<file path="config.mk">
export PLATFORM = sky130hd
export DESIGN_NAME = arq_retransmit_slot_tracker_unit
export DESIGN_NICKNAME = d
export VERILOG_FILES = /design/src/hdl/arq_rst_pkg.sv /design/src/hdl/arq_retransmit_slot_tracker_unit.sv /design/src/hdl/arq_rst_tx_store.sv /design/src/hdl/arq_rst_rx_store.sv
export SDC_FILE = /design/constraint.sdc
export NUM_CORES = 2
export LEC_CHECK = 0
export BUFFER_PORTS_ARGS = -buffer_cell sky130_fd_sc_hd__buf_2
export CELL_PAD_IN_SITES_DETAIL_PLACEMENT = 1
export CELL_PAD_IN_SITES_GLOBAL_PLACEMENT = 2
export CORE_UTILIZATION = 49
export DETAILED_ROUTE_END_ITERATION = 7
export PLACE_DENSITY_LB_ADDON = 0.1
export SYNTH_ARGS = -nofsm -noshare
export SYNTH_HDL_FRONTEND = slang
export SYNTH_SLANG_ARGS = --single-unit
</file>
<file path="constraint.sdc">
create_clock -name clk -period 8.9 [get_ports clk]
set_clock_uncertainty 0.2 [all_clocks]
set_input_delay 0.445 -clock clk [delete_from_list [all_inputs] [get_ports clk]]
set_output_delay 0.445 -clock clk [all_outputs]
set_load 0.02 [all_outputs]
</file>
<file path="src/hdl/arq_rst_pkg.sv">
// shared types, sizes and codes for the arq retransmit slot tracker
// no dependencies; used by the slot stores and the top level
`default_nettype none

package arq_rst_pkg;

    localparam int SLOTS   = 16;
    localparam int SLOT_W  = $clog2(SLOTS);
    // wide enough to compare a 4-bit slot field against SLOTS
    localparam int SCMP_W  = (SLOT_W + 1 > 5) ? SLOT_W + 1 : 5;
    localparam int MAX_OUT = 16;
    localparam int CNT_W   = $clog2(MAX_OUT + 1);

    localparam logic [2:0] CMD_SEND = 3'd0;
    localparam logic [2:0] CMD_ACK  = 3'd1;
    localparam logic [2:0] CMD_TICK = 3'd2;
    localparam logic [2:0] CMD_DATA = 3'd3;
    localparam logic [2:0] CMD_READ = 3'd4;

    localparam logic [2:0] KIND_TX        = 3'd0;
    localparam logic [2:0] KIND_RETX      = 3'd1;
    localparam logic [2:0] KIND_SEND_ACK  = 3'd2;
    localparam logic [2:0] KIND_DELIVERED = 3'd3;
    localparam logic [2:0] KIND_NO_DATA   = 3'd4;
    localparam logic [2:0] KIND_ACK_ABS   = 3'd5;

    localparam logic CFG_TIMEOUT = 1'b0;
    localparam logic CFG_HEADER  = 1'b1;

    typedef struct packed {
        logic [2:0]  command;
        logic [3:0]  slot;
        logic [15:0] length;
        logic [7:0]  peer;
    } cmd_item_t;

    typedef struct packed {
        logic [2:0]  kind;
        logic [3:0]  out_slot;
        logic [15:0] out_length;
        logic [7:0]  out_peer;
        logic [31:0] transmissions;
        logic        any_pending;
        logic        last;
    } res_item_t;

    typedef struct packed {
        logic [15:0] stamp;
        logic [15:0] size;
        logic [7:0]  dest;
    } tx_entry_t;

    typedef struct packed {
        logic [15:0] size;
        logic [15:0] consumed;
        logic [7:0]  source;
    } rx_entry_t;

endpackage

`default_nettype wire

</file>
<file path="src/hdl/arq_retransmit_slot_tracker_unit.sv">
// send, ack and data items give their result in the cycle after acceptance; a zero-length send or a
// refused data item gives none. a tick sweeps every slot through one elapsed-time comparator (a read,
// then a compare per slot), then scans the due mask up to the last due one, loading each retransmit
// and then holding its result. a host read scans the full bits up to the first full slot, then updates it in
// a take and a finish step. one item at a time: the next is taken in the cycle after the last result
// is taken. reset clears control state and counters; slot memories stay unset, no clear pass
`default_nettype none

module arq_retransmit_slot_tracker_unit (
    input  wire logic                   clk,
    input  wire logic                   rst_n,
    input  wire logic                   cmd_valid,
    output logic                        cmd_ready,
    input  wire arq_rst_pkg::cmd_item_t cmd,
    output logic                        res_valid,
    input  wire logic                   res_ready,
    output arq_rst_pkg::res_item_t      res,
    input  wire logic                   cfg_we,
    input  wire logic                   cfg_index,
    input  wire logic [15:0]            cfg_data
);

    localparam int SLOTS  = arq_rst_pkg::SLOTS;
    localparam int SLOT_W = arq_rst_pkg::SLOT_W;
    localparam int CNT_W  = arq_rst_pkg::CNT_W;

    localparam logic [3:0] S_IDLE   = 4'd0;
    localparam logic [3:0] S_T_RD   = 4'd1;
    localparam logic [3:0] S_T_CMP  = 4'd2;
    localparam logic [3:0] S_E_SCAN = 4'd3;
    localparam logic [3:0] S_E_LOAD = 4'd4;
    localparam logic [3:0] S_R_SCAN = 4'd5;
    localparam logic [3:0] S_R_TAKE = 4'd6;
    localparam logic [3:0] S_R_FIN  = 4'd7;
    localparam logic [3:0] S_WAIT   = 4'd8;

    logic [3:0]        state_reg, state_next;
    logic [SLOT_W-1:0] idx_reg, idx_next;
    logic [SLOT_W-1:0] next_slot_reg, next_slot_next;
    logic [SLOTS-1:0]  pend_reg, pend_next;
    logic [SLOTS-1:0]  full_reg, full_next;
    logic [SLOTS-1:0]  due_reg, due_next;
    logic [CNT_W-1:0]  due_cnt_reg, due_cnt_next;
    logic [31:0]       total_reg, total_next;
    logic [15:0]       now_reg, now_next;
    logic [15:0]       timeout_reg;
    logic [7:0]        header_reg;
    logic              res_valid_reg, res_valid_next;

    arq_rst_pkg::cmd_item_t item_reg, item_next;
    arq_rst_pkg::res_item_t res_reg, res_next;
    logic [15:0]            take_reg, take_next;

    logic                   tx_we, tx_stamp_only;
    logic [SLOT_W-1:0]      tx_waddr;
    arq_rst_pkg::tx_entry_t tx_wdata, tx_rdata;
    logic                   rx_we, rx_consumed_only;
    logic [SLOT_W-1:0]      rx_waddr;
    arq_rst_pkg::rx_entry_t rx_wdata, rx_rdata;

    logic [SLOT_W-1:0] in_idx;
    logic              slot_ok;
    logic [16:0]       size_sum;
    logic [15:0]       size_sat;
    logic [SLOTS-1:0]  sel;
    logic [SLOTS-1:0]  in_sel;
    logic [SLOTS-1:0]  ns_sel;
    logic [15:0]       elapsed;
    logic              hit;
    logic [16:0]       cons_sum;
    logic [15:0]       cons_sat;
    logic [15:0]       give;
    logic              idx_last;

    arq_rst_tx_store u_tx_store (
        .clk        (clk),
        .we         (tx_we),
        .stamp_only (tx_stamp_only),
        .waddr      (tx_waddr),
        .wdata      (tx_wdata),
        .raddr      (idx_reg),
        .rdata      (tx_rdata)
    );

    arq_rst_rx_store u_rx_store (
        .clk           (clk),
        .we            (rx_we),
        .consumed_only (rx_consumed_only),
        .waddr         (rx_waddr),
        .wdata         (rx_wdata),
        .raddr         (idx_reg),
        .rdata         (rx_rdata)
    );

    assign in_idx   = SLOT_W'(cmd.slot);
    assign slot_ok  = arq_rst_pkg::SCMP_W'(cmd.slot) < arq_rst_pkg::SCMP_W'(SLOTS);
    assign size_sum = 17'(cmd.length) + 17'(header_reg);
    assign size_sat = size_sum[16] ? 16'hFFFF : size_sum[15:0];
    assign sel      = SLOTS'(1) << idx_reg;
    assign in_sel   = SLOTS'(1) << in_idx;
    assign ns_sel   = SLOTS'(1) << next_slot_reg;
    assign idx_last = idx_reg == SLOT_W'(SLOTS - 1);

    // the shared comparator: elapsed ticks modulo 2^16 against the timeout
    assign elapsed = now_reg - tx_rdata.stamp;
    assign hit     = ((pend_reg & sel) != '0) && (elapsed > timeout_reg)
                     && (due_cnt_reg < CNT_W'(arq_rst_pkg::MAX_OUT));

    assign cons_sum = 17'(rx_rdata.consumed) + 17'(take_reg);
    assign cons_sat = cons_sum[16] ? 16'hFFFF : cons_sum[15:0];
    assign give     = (take_reg > 16'(header_reg)) ? take_reg - 16'(header_reg) : 16'd0;

    assign tx_wdata.stamp = now_reg;
    assign tx_wdata.size  = size_sat;
    assign tx_wdata.dest  = cmd.peer;

    assign rx_wdata.size     = cmd.length;
    assign rx_wdata.consumed = (state_reg == S_R_FIN) ? cons_sat : 16'd0;
    assign rx_wdata.source   = cmd.peer;

    always_comb
    begin
        logic [SLOTS-1:0] pend_ack;
        logic [SLOTS-1:0] due_hit;

        state_next     = state_reg;
        idx_next       = idx_reg;
        next_slot_next = next_slot_reg;
        pend_next      = pend_reg;
        full_next      = full_reg;
        due_next       = due_reg;
        due_cnt_next   = due_cnt_reg;
        total_next     = total_reg;
        now_next       = now_reg;
        res_valid_next = res_valid_reg;
        item_next      = item_reg;
        res_next       = res_reg;
        take_next      = take_reg;

        tx_we            = 1'b0;
        tx_stamp_only    = 1'b0;
        tx_waddr         = next_slot_reg;
        rx_we            = 1'b0;
        rx_consumed_only = 1'b0;
        rx_waddr         = in_idx;

        pend_ack = slot_ok ? (pend_reg & ~in_sel) : pend_reg;
        due_hit  = hit ? (due_reg | sel) : due_reg;

        unique case (state_reg)
            S_IDLE:
            begin
                if (cmd_valid)
                begin
                    item_next = cmd;
                    res_next.transmissions = total_reg;
                    res_next.any_pending   = |pend_reg;
                    res_next.last          = 1'b1;
                    unique case (cmd.command)
                        arq_rst_pkg::CMD_SEND:
                        begin
                            if (cmd.length != 16'd0)
                            begin
                                tx_we          = 1'b1;
                                pend_next      = pend_reg | ns_sel;
                                next_slot_next = (next_slot_reg == SLOT_W'(SLOTS - 1))
                                                 ? '0 : next_slot_reg + SLOT_W'(1);
                                total_next     = total_reg + 32'd1;
                                res_next.kind          = arq_rst_pkg::KIND_TX;
                                res_next.out_slot      = 4'(next_slot_reg);
                                res_next.out_length    = size_sat;
                                res_next.out_peer      = cmd.peer;
                                res_next.transmissions = total_reg + 32'd1;
                                res_next.any_pending   = 1'b1;
                                res_valid_next = 1'b1;
                                state_next     = S_WAIT;
                            end
                        end
                        arq_rst_pkg::CMD_ACK:
                        begin
                            pend_next = pend_ack;
                            res_next.kind        = arq_rst_pkg::KIND_ACK_ABS;
                            res_next.out_slot    = cmd.slot;
                            res_next.out_length  = 16'd0;
                            res_next.out_peer    = 8'd0;
                            res_next.any_pending = |pend_ack;
                            res_valid_next = 1'b1;
                            state_next     = S_WAIT;
                        end
                        arq_rst_pkg::CMD_TICK:
                        begin
                            now_next     = now_reg + 16'd1;
                            idx_next     = '0;
                            due_next     = '0;
                            due_cnt_next = '0;
                            state_next   = S_T_RD;
                        end
                        arq_rst_pkg::CMD_DATA:
                        begin
                            if (cmd.length >= 16'(header_reg) && slot_ok)
                            begin
                                rx_we     = 1'b1;
                                full_next = full_reg | in_sel;
                                res_next.kind       = arq_rst_pkg::KIND_SEND_ACK;
                                res_next.out_slot   = cmd.slot;
                                res_next.out_length = cmd.length;
                                res_next.out_peer   = cmd.peer;
                                res_valid_next = 1'b1;
                                state_next     = S_WAIT;
                            end
                        end
                        arq_rst_pkg::CMD_READ:
                        begin
                            idx_next   = '0;
                            state_next = S_R_SCAN;
                        end
                        default:
                        begin
                        end
                    endcase
                end
            end
            S_T_RD:
            begin
                // read issued at idx, entry arrives next cycle
                state_next = S_T_CMP;
            end
            S_T_CMP:
            begin
                tx_waddr      = idx_reg;
                tx_stamp_only = 1'b1;
                if (hit)
                begin
                    tx_we        = 1'b1;
                    due_next     = due_hit;
                    due_cnt_next = due_cnt_reg + CNT_W'(1);
                    total_next   = total_reg + 32'd1;
                end
                if (idx_last)
                begin
                    idx_next   = '0;
                    state_next = (due_hit != '0) ? S_E_SCAN : S_IDLE;
                end
                else
                begin
                    idx_next   = idx_reg + SLOT_W'(1);
                    state_next = S_T_RD;
                end
            end
            S_E_SCAN:
            begin
                if ((due_reg & sel) != '0)
                    state_next = S_E_LOAD;
                else
                    idx_next = idx_reg + SLOT_W'(1);
            end
            S_E_LOAD:
            begin
                due_next = due_reg & ~sel;
                res_next.kind          = arq_rst_pkg::KIND_RETX;
                res_next.out_slot      = 4'(idx_reg);
                res_next.out_length    = tx_rdata.size;
                res_next.out_peer      = tx_rdata.dest;
                res_next.transmissions = total_reg;
                res_next.any_pending   = |pend_reg;
                res_next.last          = (due_reg & ~sel) == '0;
                res_valid_next = 1'b1;
                state_next     = S_WAIT;
            end
            S_R_SCAN:
            begin
                if ((full_reg & sel) != '0)
                begin
                    state_next = S_R_TAKE;
                end
                else if (idx_last)
                begin
                    res_next.kind          = arq_rst_pkg::KIND_NO_DATA;
                    res_next.out_slot      = 4'd0;
                    res_next.out_length    = 16'd0;
                    res_next.out_peer      = 8'd0;
                    res_next.transmissions = total_reg;
                    res_next.any_pending   = |pend_reg;
                    res_next.last          = 1'b1;
                    res_valid_next = 1'b1;
                    state_next     = S_WAIT;
                end
                else
                begin
                    idx_next = idx_reg + SLOT_W'(1);
                end
            end
            S_R_TAKE:
            begin
                take_next  = (item_reg.length < rx_rdata.size) ? item_reg.length
                                                               : rx_rdata.size;
                state_next = S_R_FIN;
            end
            S_R_FIN:
            begin
                rx_we            = 1'b1;
                rx_consumed_only = 1'b1;
                rx_waddr         = idx_reg;
                if (cons_sat >= rx_rdata.size)
                    full_next = full_reg & ~sel;
                res_next.kind          = arq_rst_pkg::KIND_DELIVERED;
                res_next.out_slot      = 4'(idx_reg);
                res_next.out_length    = give;
                res_next.out_peer      = rx_rdata.source;
                res_next.transmissions = total_reg;
                res_next.any_pending   = |pend_reg;
                res_next.last          = 1'b1;
                res_valid_next = 1'b1;
                state_next     = S_WAIT;
            end
            S_WAIT:
            begin
                if (res_ready)
                begin
                    res_valid_next = 1'b0;
                    if (res_reg.last)
                    begin
                        idx_next   = '0;
                        state_next = S_IDLE;
                    end
                    else
                    begin
                        // more retransmits remain above this slot
                        idx_next   = idx_reg + SLOT_W'(1);
                        state_next = S_E_SCAN;
                    end
                end
            end
            default:
            begin
                state_next = S_IDLE;
            end
        endcase
    end

    always_ff @(posedge clk or negedge rst_n)
    begin
        if (!rst_n)
        begin
            state_reg     <= S_IDLE;
            idx_reg       <= '0;
            next_slot_reg <= '0;
            pend_reg      <= '0;
            full_reg      <= '0;
            due_reg       <= '0;
            due_cnt_reg   <= '0;
            total_reg     <= '0;
            now_reg       <= '0;
            timeout_reg   <= 16'd2;
            header_reg    <= 8'd8;
            res_valid_reg <= 1'b0;
        end
        else
        begin
            state_reg     <= state_next;
            idx_reg       <= idx_next;
            next_slot_reg <= next_slot_next;
            pend_reg      <= pend_next;
            full_reg      <= full_next;
            due_reg       <= due_next;
            due_cnt_reg   <= due_cnt_next;
            total_reg     <= total_next;
            now_reg       <= now_next;
            res_valid_reg <= res_valid_next;
            if (cfg_we)
            begin
                if (cfg_index == arq_rst_pkg::CFG_TIMEOUT)
                    timeout_reg <= cfg_data;
                else
                    header_reg <= cfg_data[7:0];
            end
        end
    end

    always_ff @(posedge clk)
    begin
        item_reg <= item_next;
        res_reg  <= res_next;
        take_reg <= take_next;
    end

    assign cmd_ready = state_reg == S_IDLE;
    assign res_valid = res_valid_reg;
    assign res       = res_reg;

    // no new item while a result is still held
    a_ready_no_result: assert property (@(posedge clk) disable iff (!rst_n)
        cmd_ready |-> !res_valid)
        else $error("item taken while a result is held");

    // only a tick sweep gives more than one result per item
    a_multi_is_retx: assert property (@(posedge clk) disable iff (!rst_n)
        (res_valid && !res.last) |-> (res.kind == arq_rst_pkg::KIND_RETX))
        else $error("non-final result that is not a retransmit");

    // a nonzero send shows its transmit result in the next cycle
    a_send_result: assert property (@(posedge clk) disable iff (!rst_n)
        (cmd_valid && cmd_ready && cmd.command == arq_rst_pkg::CMD_SEND
         && cmd.length != 16'd0)
        |=> (res_valid && res.kind == arq_rst_pkg::KIND_TX && res.any_pending))
        else $error("send did not give a transmit result");

endmodule

`default_nettype wire

</file>
<file path="src/hdl/arq_rst_tx_store.sv">
// transmit slot memory: stamp, message size and destination per slot
// depends on arq_rst_pkg; one write port, one registered read port
`default_nettype none

module arq_rst_tx_store (
    input  wire logic                           clk,
    input  wire logic                           we,
    input  wire logic                           stamp_only,
    input  wire logic [arq_rst_pkg::SLOT_W-1:0] waddr,
    input  wire arq_rst_pkg::tx_entry_t         wdata,
    input  wire logic [arq_rst_pkg::SLOT_W-1:0] raddr,
    output arq_rst_pkg::tx_entry_t              rdata
);

    logic [15:0] stamp_mem [arq_rst_pkg::SLOTS];
    logic [15:0] size_mem  [arq_rst_pkg::SLOTS];
    logic [7:0]  dest_mem  [arq_rst_pkg::SLOTS];

    arq_rst_pkg::tx_entry_t rdata_reg;

    always_ff @(posedge clk)
    begin
        if (we)
        begin
            stamp_mem[waddr] <= wdata.stamp;
            // a retransmit only restamps the slot
            if (!stamp_only)
            begin
                size_mem[waddr] <= wdata.size;
                dest_mem[waddr] <= wdata.dest;
            end
        end
        rdata_reg.stamp <= stamp_mem[raddr];
        rdata_reg.size  <= size_mem[raddr];
        rdata_reg.dest  <= dest_mem[raddr];
    end

    assign rdata = rdata_reg;

endmodule

`default_nettype wire

</file>
<file path="src/hdl/arq_rst_rx_store.sv">
// receive slot memory: message size, bytes consumed and source per slot
// depends on arq_rst_pkg; one write port, one registered read port
`default_nettype none

module arq_rst_rx_store (
    input  wire logic                           clk,
    input  wire logic                           we,
    input  wire logic                           consumed_only,
    input  wire logic [arq_rst_pkg::SLOT_W-1:0] waddr,
    input  wire arq_rst_pkg::rx_entry_t         wdata,
    input  wire logic [arq_rst_pkg::SLOT_W-1:0] raddr,
    output arq_rst_pkg::rx_entry_t              rdata
);

    logic [15:0] size_mem     [arq_rst_pkg::SLOTS];
    logic [15:0] consumed_mem [arq_rst_pkg::SLOTS];
    logic [7:0]  source_mem   [arq_rst_pkg::SLOTS];

    arq_rst_pkg::rx_entry_t rdata_reg;

    always_ff @(posedge clk)
    begin
        if (we)
        begin
            consumed_mem[waddr] <= wdata.consumed;
            // a host read only updates the consumed count
            if (!consumed_only)
            begin
                size_mem[waddr]   <= wdata.size;
                source_mem[waddr] <= wdata.source;
            end
        end
        rdata_reg.size     <= size_mem[raddr];
        rdata_reg.consumed <= consumed_mem[raddr];
        rdata_reg.source   <= source_mem[raddr];
    end

    assign rdata = rdata_reg;

endmodule

`default_nettype wire
</file>
# Word-level counts from Yosys, hierarchy flattened
# Memories as Yosys holds them, arrays and structs flattened. A register that Yosys moved wholly into a read port is not among the register bits.
# Cells that the tools add are included.
# W data, S select, Z words.
totals:
  register_bits: 235
  mem_bits_rw: 1280
  word_cells: 216
  memories: 6
op_classes:
  n_addsub: 9
  magnitude_cmp: 6
  eq_ne: 35
  n_shift: 3
  n_mux: 88
  n_bitwise: 12
  reduce_logical: 36
mem_list:
  columns: ["name", "depth", "width", "read_ports", "rd_clocked_by_memory_dff", "write_ports", "line_no", "text"]
  rows:
  - ["u_rx_store.consumed_mem", 16, 16, 1, 1, 1, "arq_rst_rx_store.sv:16", "logic [15:0] consumed_mem [arq_rst_pkg::SLOTS];"]
  - ["u_rx_store.size_mem", 16, 16, 1, 1, 1, "arq_rst_rx_store.sv:15", "logic [15:0] size_mem [arq_rst_pkg::SLOTS];"]
  - ["u_tx_store.size_mem", 16, 16, 1, 1, 1, "arq_rst_tx_store.sv:16", "logic [15:0] size_mem [arq_rst_pkg::SLOTS];"]
  - ["u_tx_store.stamp_mem", 16, 16, 1, 1, 1, "arq_rst_tx_store.sv:15", "logic [15:0] stamp_mem [arq_rst_pkg::SLOTS];"]
  - ["u_rx_store.source_mem", 16, 8, 1, 1, 1, "arq_rst_rx_store.sv:17", "logic [7:0] source_mem [arq_rst_pkg::SLOTS];"]
  - ["u_tx_store.dest_mem", 16, 8, 1, 1, 1, "arq_rst_tx_store.sv:17", "logic [7:0] dest_mem [arq_rst_pkg::SLOTS];"]
ops:
  columns: ["operator", "n"]
  rows:
  - ["$pmux W65 S4", 1]
  - ["$mux W16", 14]
  - ["$mux W65", 3]
  - ["$mux W32", 5]
  - ["$and A16 B16 Y16", 6]
  - ["$pmux W31 S3", 1]
  - ["$reduce_bool A16 Y1", 5]
  - ["$mux W4", 18]
  - ["$mux W64", 1]
  - ["$pmux W16 S2", 2]
  - ["$pmux W32 S2", 1]
  - ["$or A16 B16 Y16", 3]
  - ["$pmux W16 S3", 1]
  - ["$shl A1 B4 Y16 const A", 3]
  - ["$pmux W4 S5", 2]
  - ["$add A32 B1 Y32 const B", 1]
  - ["$not A16 Y16", 2]
  - ["$pmux W4 S8", 1]
  - ["$reduce_or A16 Y1", 2]
  - ["$mux W31", 1]
  - ["$mux W1", 25]
  - ["$reduce_and A7 Y1", 3]
  - ["$ne A2 B2 Y1 const B", 10]
  - ["$reduce_and A4 Y1", 5]
  - ["44 further kinds", 73]

# Longest topological paths before layout
logic_depth:
  word_depth: 10
  ltp_mapped: 21

# By module
# From an unflattened synthesis, not the netlist that was laid out.
hier_totals:
  cells_unflattened: 3830
  hier_area_um2: 66364.9
modules_own_cells:
  columns: ["module", "n_inst", "cells_per_inst", "area_each_um2"]
  rows:
  - ["arq_rst_tx_store", 1, 1068, 25229.2]
  - ["arq_rst_rx_store", 1, 1061, 25219.2]
  - ["arq_retransmit_slot_tracker_unit", 1, 1701, 15916.5]

# Least setup slack after synthesis
# Ideal clock, no wire load.
synth_timing:
  path_kind: "register to register"
  from: "register now_reg[0]"
  to: "memory u_tx_store.dest_mem[11][0] (enable)"
  setup_ps: 440
  arrival_time_ps: 5580
  t_required_ps: 8260
  slack_ps: 2680
  stages_incl_launch_ff: 21
  n_path_buf: 1
  period_less_slack_ps: 6220
  path_cell_list: "dfrtp_1 inv_1 ha_1 fa_1 nor2b_1 o21ai_0 a21boi_0 o211ai_1 a31oi_1 a21o_1 a21oi_1 xnor2_1 ha_1 nand4_1 nor4_1 a311oi_2 nand3_2 nand2_1 buf_2 nand2_1 nor3b_1"
synth_via:
  elab_chain_cells: 8
synth_lines:
  columns: ["item", "line_no", "text"]
  rows:
  - ["start: declaration", "arq_retransmit_slot_tracker_unit.sv:45", "logic [15:0] now_reg, now_next;"]
  - ["start signal: assignment", "arq_retransmit_slot_tracker_unit.sv:368", "now_reg <= now_next;"]
  - ["$sub A16 B16 Y16", "arq_retransmit_slot_tracker_unit.sv:105", "assign elapsed = now_reg - tx_rdata.stamp;"]
  - ["$gt A16 B16 Y1", "arq_retransmit_slot_tracker_unit.sv:106", "assign hit = ((pend_reg & sel) != '0) && (elapsed > timeout_reg)"]
  - ["$logic_and A1 B1 Y1", "arq_retransmit_slot_tracker_unit.sv:106", null]
  - ["$logic_and A1 B1 Y1", "arq_retransmit_slot_tracker_unit.sv:107", "&& (due_cnt_reg < CNT_W'(arq_rst_pkg::MAX_OUT));"]
  - ["$mux W1", "arq_retransmit_slot_tracker_unit.sv:232", "if (hit)"]
  - ["$pmux W1 S2", "arq_retransmit_slot_tracker_unit.sv:150", "unique case (state_reg)"]
  - ["$mux W1", "arq_rst_tx_store.sv:23", "if (we)"]
  - ["$mux W1 (not written as such)", "arq_rst_tx_store.sv:30", "dest_mem[waddr] <= wdata.dest;"]
  - ["end: declaration", "arq_rst_tx_store.sv:17", null]
# No other way between the ends.

# Worst setup path in the final report
layout_timing:
  from: "register now_reg[0]"
  to: "memory u_tx_store.stamp_mem[6][2] (enable)"
layout_via:
  elab_chain_cells: 8
layout_lines:
  columns: ["item", "line_no", "text"]
  rows:
  - ["$sub A16 B16 Y16", "arq_retransmit_slot_tracker_unit.sv:105", null]
  - ["$gt A16 B16 Y1", "arq_retransmit_slot_tracker_unit.sv:106", null]
  - ["$logic_and A1 B1 Y1", "arq_retransmit_slot_tracker_unit.sv:106", null]
  - ["$logic_and A1 B1 Y1", "arq_retransmit_slot_tracker_unit.sv:107", null]
  - ["$mux W1", "arq_retransmit_slot_tracker_unit.sv:232", null]
  - ["$pmux W1 S2", "arq_retransmit_slot_tracker_unit.sv:150", null]
  - ["$mux W1", "arq_rst_tx_store.sv:23", null]
  - ["$mux W1 (not written as such)", "arq_rst_tx_store.sv:25", "stamp_mem[waddr] <= wdata.stamp;"]
  - ["end: declaration", "arq_rst_tx_store.sv:15", null]
# No other way between the ends.

==> impl_results.html <==
<table>
<tr><th>Metric</th><th>Value</th></tr>
<tr><th colspan="2">Run status</th></tr>
<tr><td>Status</td><td>completed</td></tr>
<tr><th colspan="2">Synthesis</th></tr>
<tr><td>Number of distinct library cell variants in the gate-level netlist after synthesis</td><td>95</td></tr>
<tr><td>Combined area of all synthesized cells</td><td>0.0656 mm2</td></tr>
<tr><td>Post-Synthesis Cells</td><td>3611</td></tr>
<tr><td>Async S/R FF share, synth</td><td>8.65%</td></tr>
<tr><td>Mean cell area of the mapped netlist</td><td>18.2 um2</td></tr>
<tr><td>Count of flip-flops with a built-in enable after synthesis</td><td>1377</td></tr>
<tr><td>Post-synth top flop</td><td>sky130_fd_sc_hd__edfxtp_1</td></tr>
<tr><td>Total nets after synthesis</td><td>3785</td></tr>
<tr><td>YS warnings</td><td>0</td></tr>
<tr><td>Seq/Total Area, Yosys</td><td>70.7%</td></tr>
<tr><td>Register bit count reported by yosys</td><td>1595</td></tr>
<tr><th colspan="2">Final layout</th></tr>
<tr><td>Number of nets in the layout</td><td>4038</td></tr>
<tr><td>Ratio of cells with drive above 1 in the final layout</td><td>24.4%</td></tr>
<tr><td>Final std cells w/o fill</td><td>5759</td></tr>
<tr><td>Post-synthesis to final-layout area growth</td><td>13.9%</td></tr>
<tr><th colspan="2">Pwr</th></tr>
<tr><td>Clock network power share</td><td>35.7%</td></tr>
<tr><td>Proportion of power drawn by combinational gates</td><td>18.6%</td></tr>
<tr><td>Switching power</td><td>0.00542 W</td></tr>
<tr><td>Static leakage</td><td>25.9 nW</td></tr>
<tr><td>Total power draw</td><td>0.0196 W</td></tr>
<tr><td>Power per Cell Area</td><td>262 mW/mm2</td></tr>
<tr><td>Maximum vdd ir drop</td><td>0.000242 V</td></tr>
<tr><td>Switching portion of total power</td><td>27.7%</td></tr>
<tr><td>Fraction of power consumed by sequential logic</td><td>45.7%</td></tr>
<tr><td>Internal power</td><td>0.0142 W</td></tr>
<tr><th colspan="2">Floorplan</th></tr>
<tr><td>Die X</td><td>368 um</td></tr>
<tr><td>Count of pins on the block boundary</td><td>120</td></tr>
<tr><td>Total die area</td><td>0.135 mm2</td></tr>
<tr><td>Initial core utilization</td><td>49.7%</td></tr>
<tr><td>Standard-cell rows</td><td>133</td></tr>
<tr><td>Die height</td><td>368 um</td></tr>
<tr><td>Placeable Area</td><td>0.132 mm2</td></tr>
<tr><th colspan="2">Detailed routing</th></tr>
<tr><td>Residual DRC count</td><td>0</td></tr>
<tr><td>Average detailed-routed wire length per instance</td><td>29.7 um</td></tr>
<tr><td>Via density per instance</td><td>6.11</td></tr>
<tr><td>Routed Antenna Nets</td><td>0</td></tr>
<tr><td>1st-pass router iterations</td><td>8</td></tr>
<tr><td>Top Layer Used</td><td>met4</td></tr>
<tr><td>Routed length on met1</td><td>75.7 mm</td></tr>
<tr><td>Met2 routed WL</td><td>82.4 mm</td></tr>
<tr><td>Total wire length after detailed routing</td><td>171 mm</td></tr>
<tr><td>Total length of routed met3 wires</td><td>8.95 mm</td></tr>
<tr><td>Number of DRC markers after the initial detailed-route iteration</td><td>3171</td></tr>
<tr><td>Via count of the routed design</td><td>35200</td></tr>
<tr><th colspan="2">Clock network</th></tr>
<tr><td>CTS Buffer Depth</td><td>3</td></tr>
<tr><td>Clk slew on worst S/H paths</td><td>0.06 ns</td></tr>
<tr><td>Clock root buffer</td><td>sky130_fd_sc_hd__clkbuf_16</td></tr>
<tr><td>CTS sink cnt</td><td>1595</td></tr>
<tr><td>Clock buffer count from CTS</td><td>162</td></tr>
<tr><td>Clock latency reported for the late side of the worst-skew pair</td><td>0.80 ns</td></tr>
<tr><td>H-tree levels</td><td>4</td></tr>
<tr><td>Gates resized, CTS repair</td><td>0</td></tr>
<tr><td>Clock tree from TritonCTS</td><td>yes</td></tr>
<tr><th colspan="2">Place</th></tr>
<tr><td>Final weighted congestion in routability-driven placement</td><td>0.872</td></tr>
<tr><td>Detailed Place HPWL</td><td>109 mm</td></tr>
<tr><td>Post-placement setup slack</td><td>2.18 ns</td></tr>
<tr><td>PortBufs</td><td>119</td></tr>
<tr><td>Post-placement cell count</td><td>5392</td></tr>
<tr><th colspan="2">STA</th></tr>
<tr><td>Setup repair after global routing missed its margin</td><td>false</td></tr>
<tr><td>Final worst hold slack</td><td>0.0383 ns</td></tr>
<tr><td>Slew at the pin closest to its max-slew limit</td><td>1.45 ns</td></tr>
<tr><td>Sum of negative setup slack</td><td>0 ns</td></tr>
<tr><td>Relative slew slack</td><td>3.28%</td></tr>
<tr><td>Share of the clock period used by the worst path</td><td>75.1%</td></tr>
<tr><td>Hold Fails Final Rpt</td><td>0</td></tr>
<tr><td>Count of final setup violators</td><td>0</td></tr>
<tr><td>Max Transition Viols Final</td><td>0</td></tr>
<tr><td>Fmax</td><td>150 MHz</td></tr>
<tr><td>Post-layout min period</td><td>6.69 ns</td></tr>
<tr><td>Worst setup slack after layout</td><td>2.21 ns</td></tr>
<tr><th colspan="2">Worst setup path</th></tr>
<tr><td>Required time at the worst-slack endpoint</td><td>9.11 ns</td></tr>
<tr><td>Crit path capture type</td><td>register</td></tr>
<tr><td>Type of the worst setup path</td><td>register to register</td></tr>
<tr><td>Arrival time at the worst endpoint</td><td>6.90 ns</td></tr>
<tr><td>Max FO, Critical Path</td><td>22</td></tr>
<tr><td>Kind of launch point of the worst setup path</td><td>register</td></tr>
<tr><th colspan="2">Worst hold path</th></tr>
<tr><td>Min-Delay Path Class</td><td>primary input to asynchronous set/reset pin</td></tr>
<tr><th colspan="2">Global route</th></tr>
<tr><td>Wire length of the first global-routing pass</td><td>253 mm</td></tr>
<tr><td>Aggregate global routing overflow</td><td>0</td></tr>
<tr><td>Maximum number of pins on one net before global-route repair</td><td>127</td></tr>
<tr><td>Overall track demand over capacity in global routing</td><td>25.4%</td></tr>
<tr><td>Via count of the first global-routing pass</td><td>37200</td></tr>
<tr><td>Number of antenna violations at the first check in global routing</td><td>7</td></tr>
<tr><th colspan="2">Flow run</th></tr>
<tr><td>Number of maximum-capacitance constraint violations</td><td>0</td></tr>
</table>
## cells in the final DEF, fill, tap and decap left out, types with 25 or more instances in the layout
master | netlist | final
sky130_fd_sc_hd__mux2_2 | 35 | 35
sky130_fd_sc_hd__buf_2 | 25 | 118
sky130_fd_sc_hd__clkbuf_1 | 110 | 37
sky130_fd_sc_hd__o21ai_0 | 82 | 82
sky130_fd_sc_hd__a222oi_1 | 26 | 26
sky130_fd_sc_hd__ha_1 | 117 | 117
sky130_fd_sc_hd__nand3_1 | 62 | 61
sky130_fd_sc_hd__nor2_1 | 147 | 105
sky130_fd_sc_hd__and3_1 | 27 | 26
sky130_fd_sc_hd__xor2_1 | 34 | 34
sky130_fd_sc_hd__buf_4 | 2 | 86
sky130_fd_sc_hd__dfrtp_1 | 136 | 133
sky130_fd_sc_hd__mux4_2 | 401 | 401
sky130_fd_sc_hd__xnor2_1 | 85 | 85
sky130_fd_sc_hd__nor2_2 | 2 | 31
sky130_fd_sc_hd__nand2_1 | 167 | 167
sky130_fd_sc_hd__inv_1 | 106 | 106
sky130_fd_sc_hd__a21oi_1 | 79 | 78
sky130_fd_sc_hd__nor4_1 | 31 | 31
sky130_fd_sc_hd__nor3_1 | 41 | 38
sky130_fd_sc_hd__clkbuf_16 | 0 | 162
sky130_fd_sc_hd__nand4_1 | 49 | 49
sky130_fd_sc_hd__dfxtp_1 | 80 | 80
sky130_fd_sc_hd__clkinv_1 | 0 | 27
sky130_fd_sc_hd__o22ai_1 | 26 | 26
sky130_fd_sc_hd__edfxtp_1 | 1377 | 1377
sky130_fd_sc_hd__dlygate4sd3_1 | 0 | 63
sky130_fd_sc_hd__clkinv_2 | 1 | 25
## final timing paths
check                           start                    endpoint  slack, ns  depth (start not counted)
max                        now_reg[0]  u_tx_store.stamp_mem[6][2]       2.21                         23
min                             rst_n               total_reg[17]       0.04                          2
max reg2reg                now_reg[0]  u_tx_store.stamp_mem[6][2]       2.21                         23
min reg2reg                 res_valid                   res_valid       0.28                          1
max in group asynchronous       rst_n                  idx_reg[3]       6.90                          3
min in group clk               cfg_we               header_reg[6]       0.06                          3
## synthesized netlist by cell type (all sizes together) (5+ instances only)
cell	number	share of area, %
mux2	39	0.67
a41oi	6	0.080
a21o	24	0.27
a222oi	26	0.40
a21boi	8	0.11
nand2	168	0.96
a221o	6	0.092
xor2	34	0.45
mux4	401	14
o22ai	26	0.25
dfrtp	136	5.2
o21ai	95	0.74
a22o	21	0.28
ha	117	2.2
o21a	14	0.16
nor2	150	0.89
buf	71	0.48
and2	17	0.17
or4	5	0.057
o32ai	5	0.067
inv	108	0.62
a22oi	9	0.10
o31ai	7	0.10
xnor2	85	1.1
nor2b	17	0.16
a21oi	81	0.63
nand3	64	0.51
and3	27	0.26
nor3	44	0.36
or3	19	0.18
o211ai	9	0.10
or2	13	0.12
dfxtp	80	2.4
a31oi	12	0.11
nand4	49	0.47
o21bai	9	0.10
clkbuf	110	0.63
nor4	31	0.30
a211o	6	0.080
a2111oi	6	0.14
nor3b	5	0.057
edfxtp	1377	63
nand2b	20	0.19
a211oi	11	0.15
## area by class of cell
cell class,count,area [um2]
Fill cell,11700,57400
Sequential cell,1595,46400
Multi-Input combinational cell,1726,18300
Clock buffer,210,4340
Tap cell,1755,2200
Timing Repair Buffer,270,1920
Clock inverter,92,1160
Inverter,109,415
Antenna cell,2,5.00
## critical path: stages (launching register included)
cell and delay (ns):
sky130_fd_sc_hd__dfrtp_1 0.32, sky130_fd_sc_hd__buf_4 0.23, sky130_fd_sc_hd__inv_1 0.11, sky130_fd_sc_hd__ha_1 0.26
sky130_fd_sc_hd__fa_1 0.42, sky130_fd_sc_hd__nor2b_1 0.12, sky130_fd_sc_hd__o21ai_0 0.10, sky130_fd_sc_hd__a21boi_0 0.40
sky130_fd_sc_hd__o211ai_1 0.22, sky130_fd_sc_hd__a31oi_1 0.26, sky130_fd_sc_hd__a21o_1 0.16, sky130_fd_sc_hd__a21oi_1 0.07
sky130_fd_sc_hd__xnor2_1 0.14, sky130_fd_sc_hd__ha_1 0.30, sky130_fd_sc_hd__nand4_1 0.12, sky130_fd_sc_hd__nor2_1 0.12
sky130_fd_sc_hd__o22ai_1 0.09, sky130_fd_sc_hd__o22ai_1 0.28, sky130_fd_sc_hd__nand3_2 0.11, sky130_fd_sc_hd__buf_4 0.23
sky130_fd_sc_hd__nand2_1 0.56, sky130_fd_sc_hd__o21ai_1 0.38, sky130_fd_sc_hd__buf_4 0.30, sky130_fd_sc_hd__nor2_2 0.76
## power groups by stage
stage	logic, W	registers, W	clock network (W)
6_report	0.00365	0.00895	0.00698
5_1_grt	0.00394	0.00898	0.00734
4_1_cts	0.00370	0.00895	0.00711
3_5_place_dp	0.00364	0.00910	0
3_3_place_gp	0.00355	0.00908	0
2_1_floorplan	0.00242	0.00906	0
## kinds of logic (layout without fill, tap and decap cells)
group / count (synthesis) / after routing / synth area share [%]
DFF: 1595 / 1595 / 70.7
and+or+nand+nor: 641 / 641 / 4.84
other: 0 / 2 / 0
muxes: 442 / 442 / 14.5
buffers and inverters: 290 / 681 / 1.73
AOI/OAI and AO/OA: 403 / 403 / 4.30
adders and majority gates: 121 / 121 / 2.35
xor gates and xnor gates: 119 / 119 / 1.59
## per-stage QoR
step	instance area, um2	utilization [%]
floorplan	65600	-
global placement	68600	51.9
detailed placement	68600	51.9
CTS	74800	56.6
global route	74800	56.6
finish	74800	56.6
## repair_timing
item	in CTS	in global routing
hold endpoints to repair	517	0
hold buffers	63	0
buffers inserted	0	0
## routing by layer
metal	vias to the layer above	GRT usage [%]
met5	-	0
met4	0	6.69
met3	219	3.49
met2	1019	40.8
met1	18900	36.9
li1	15000	-
No activity file was read; power rests on OpenSTA's default activity.
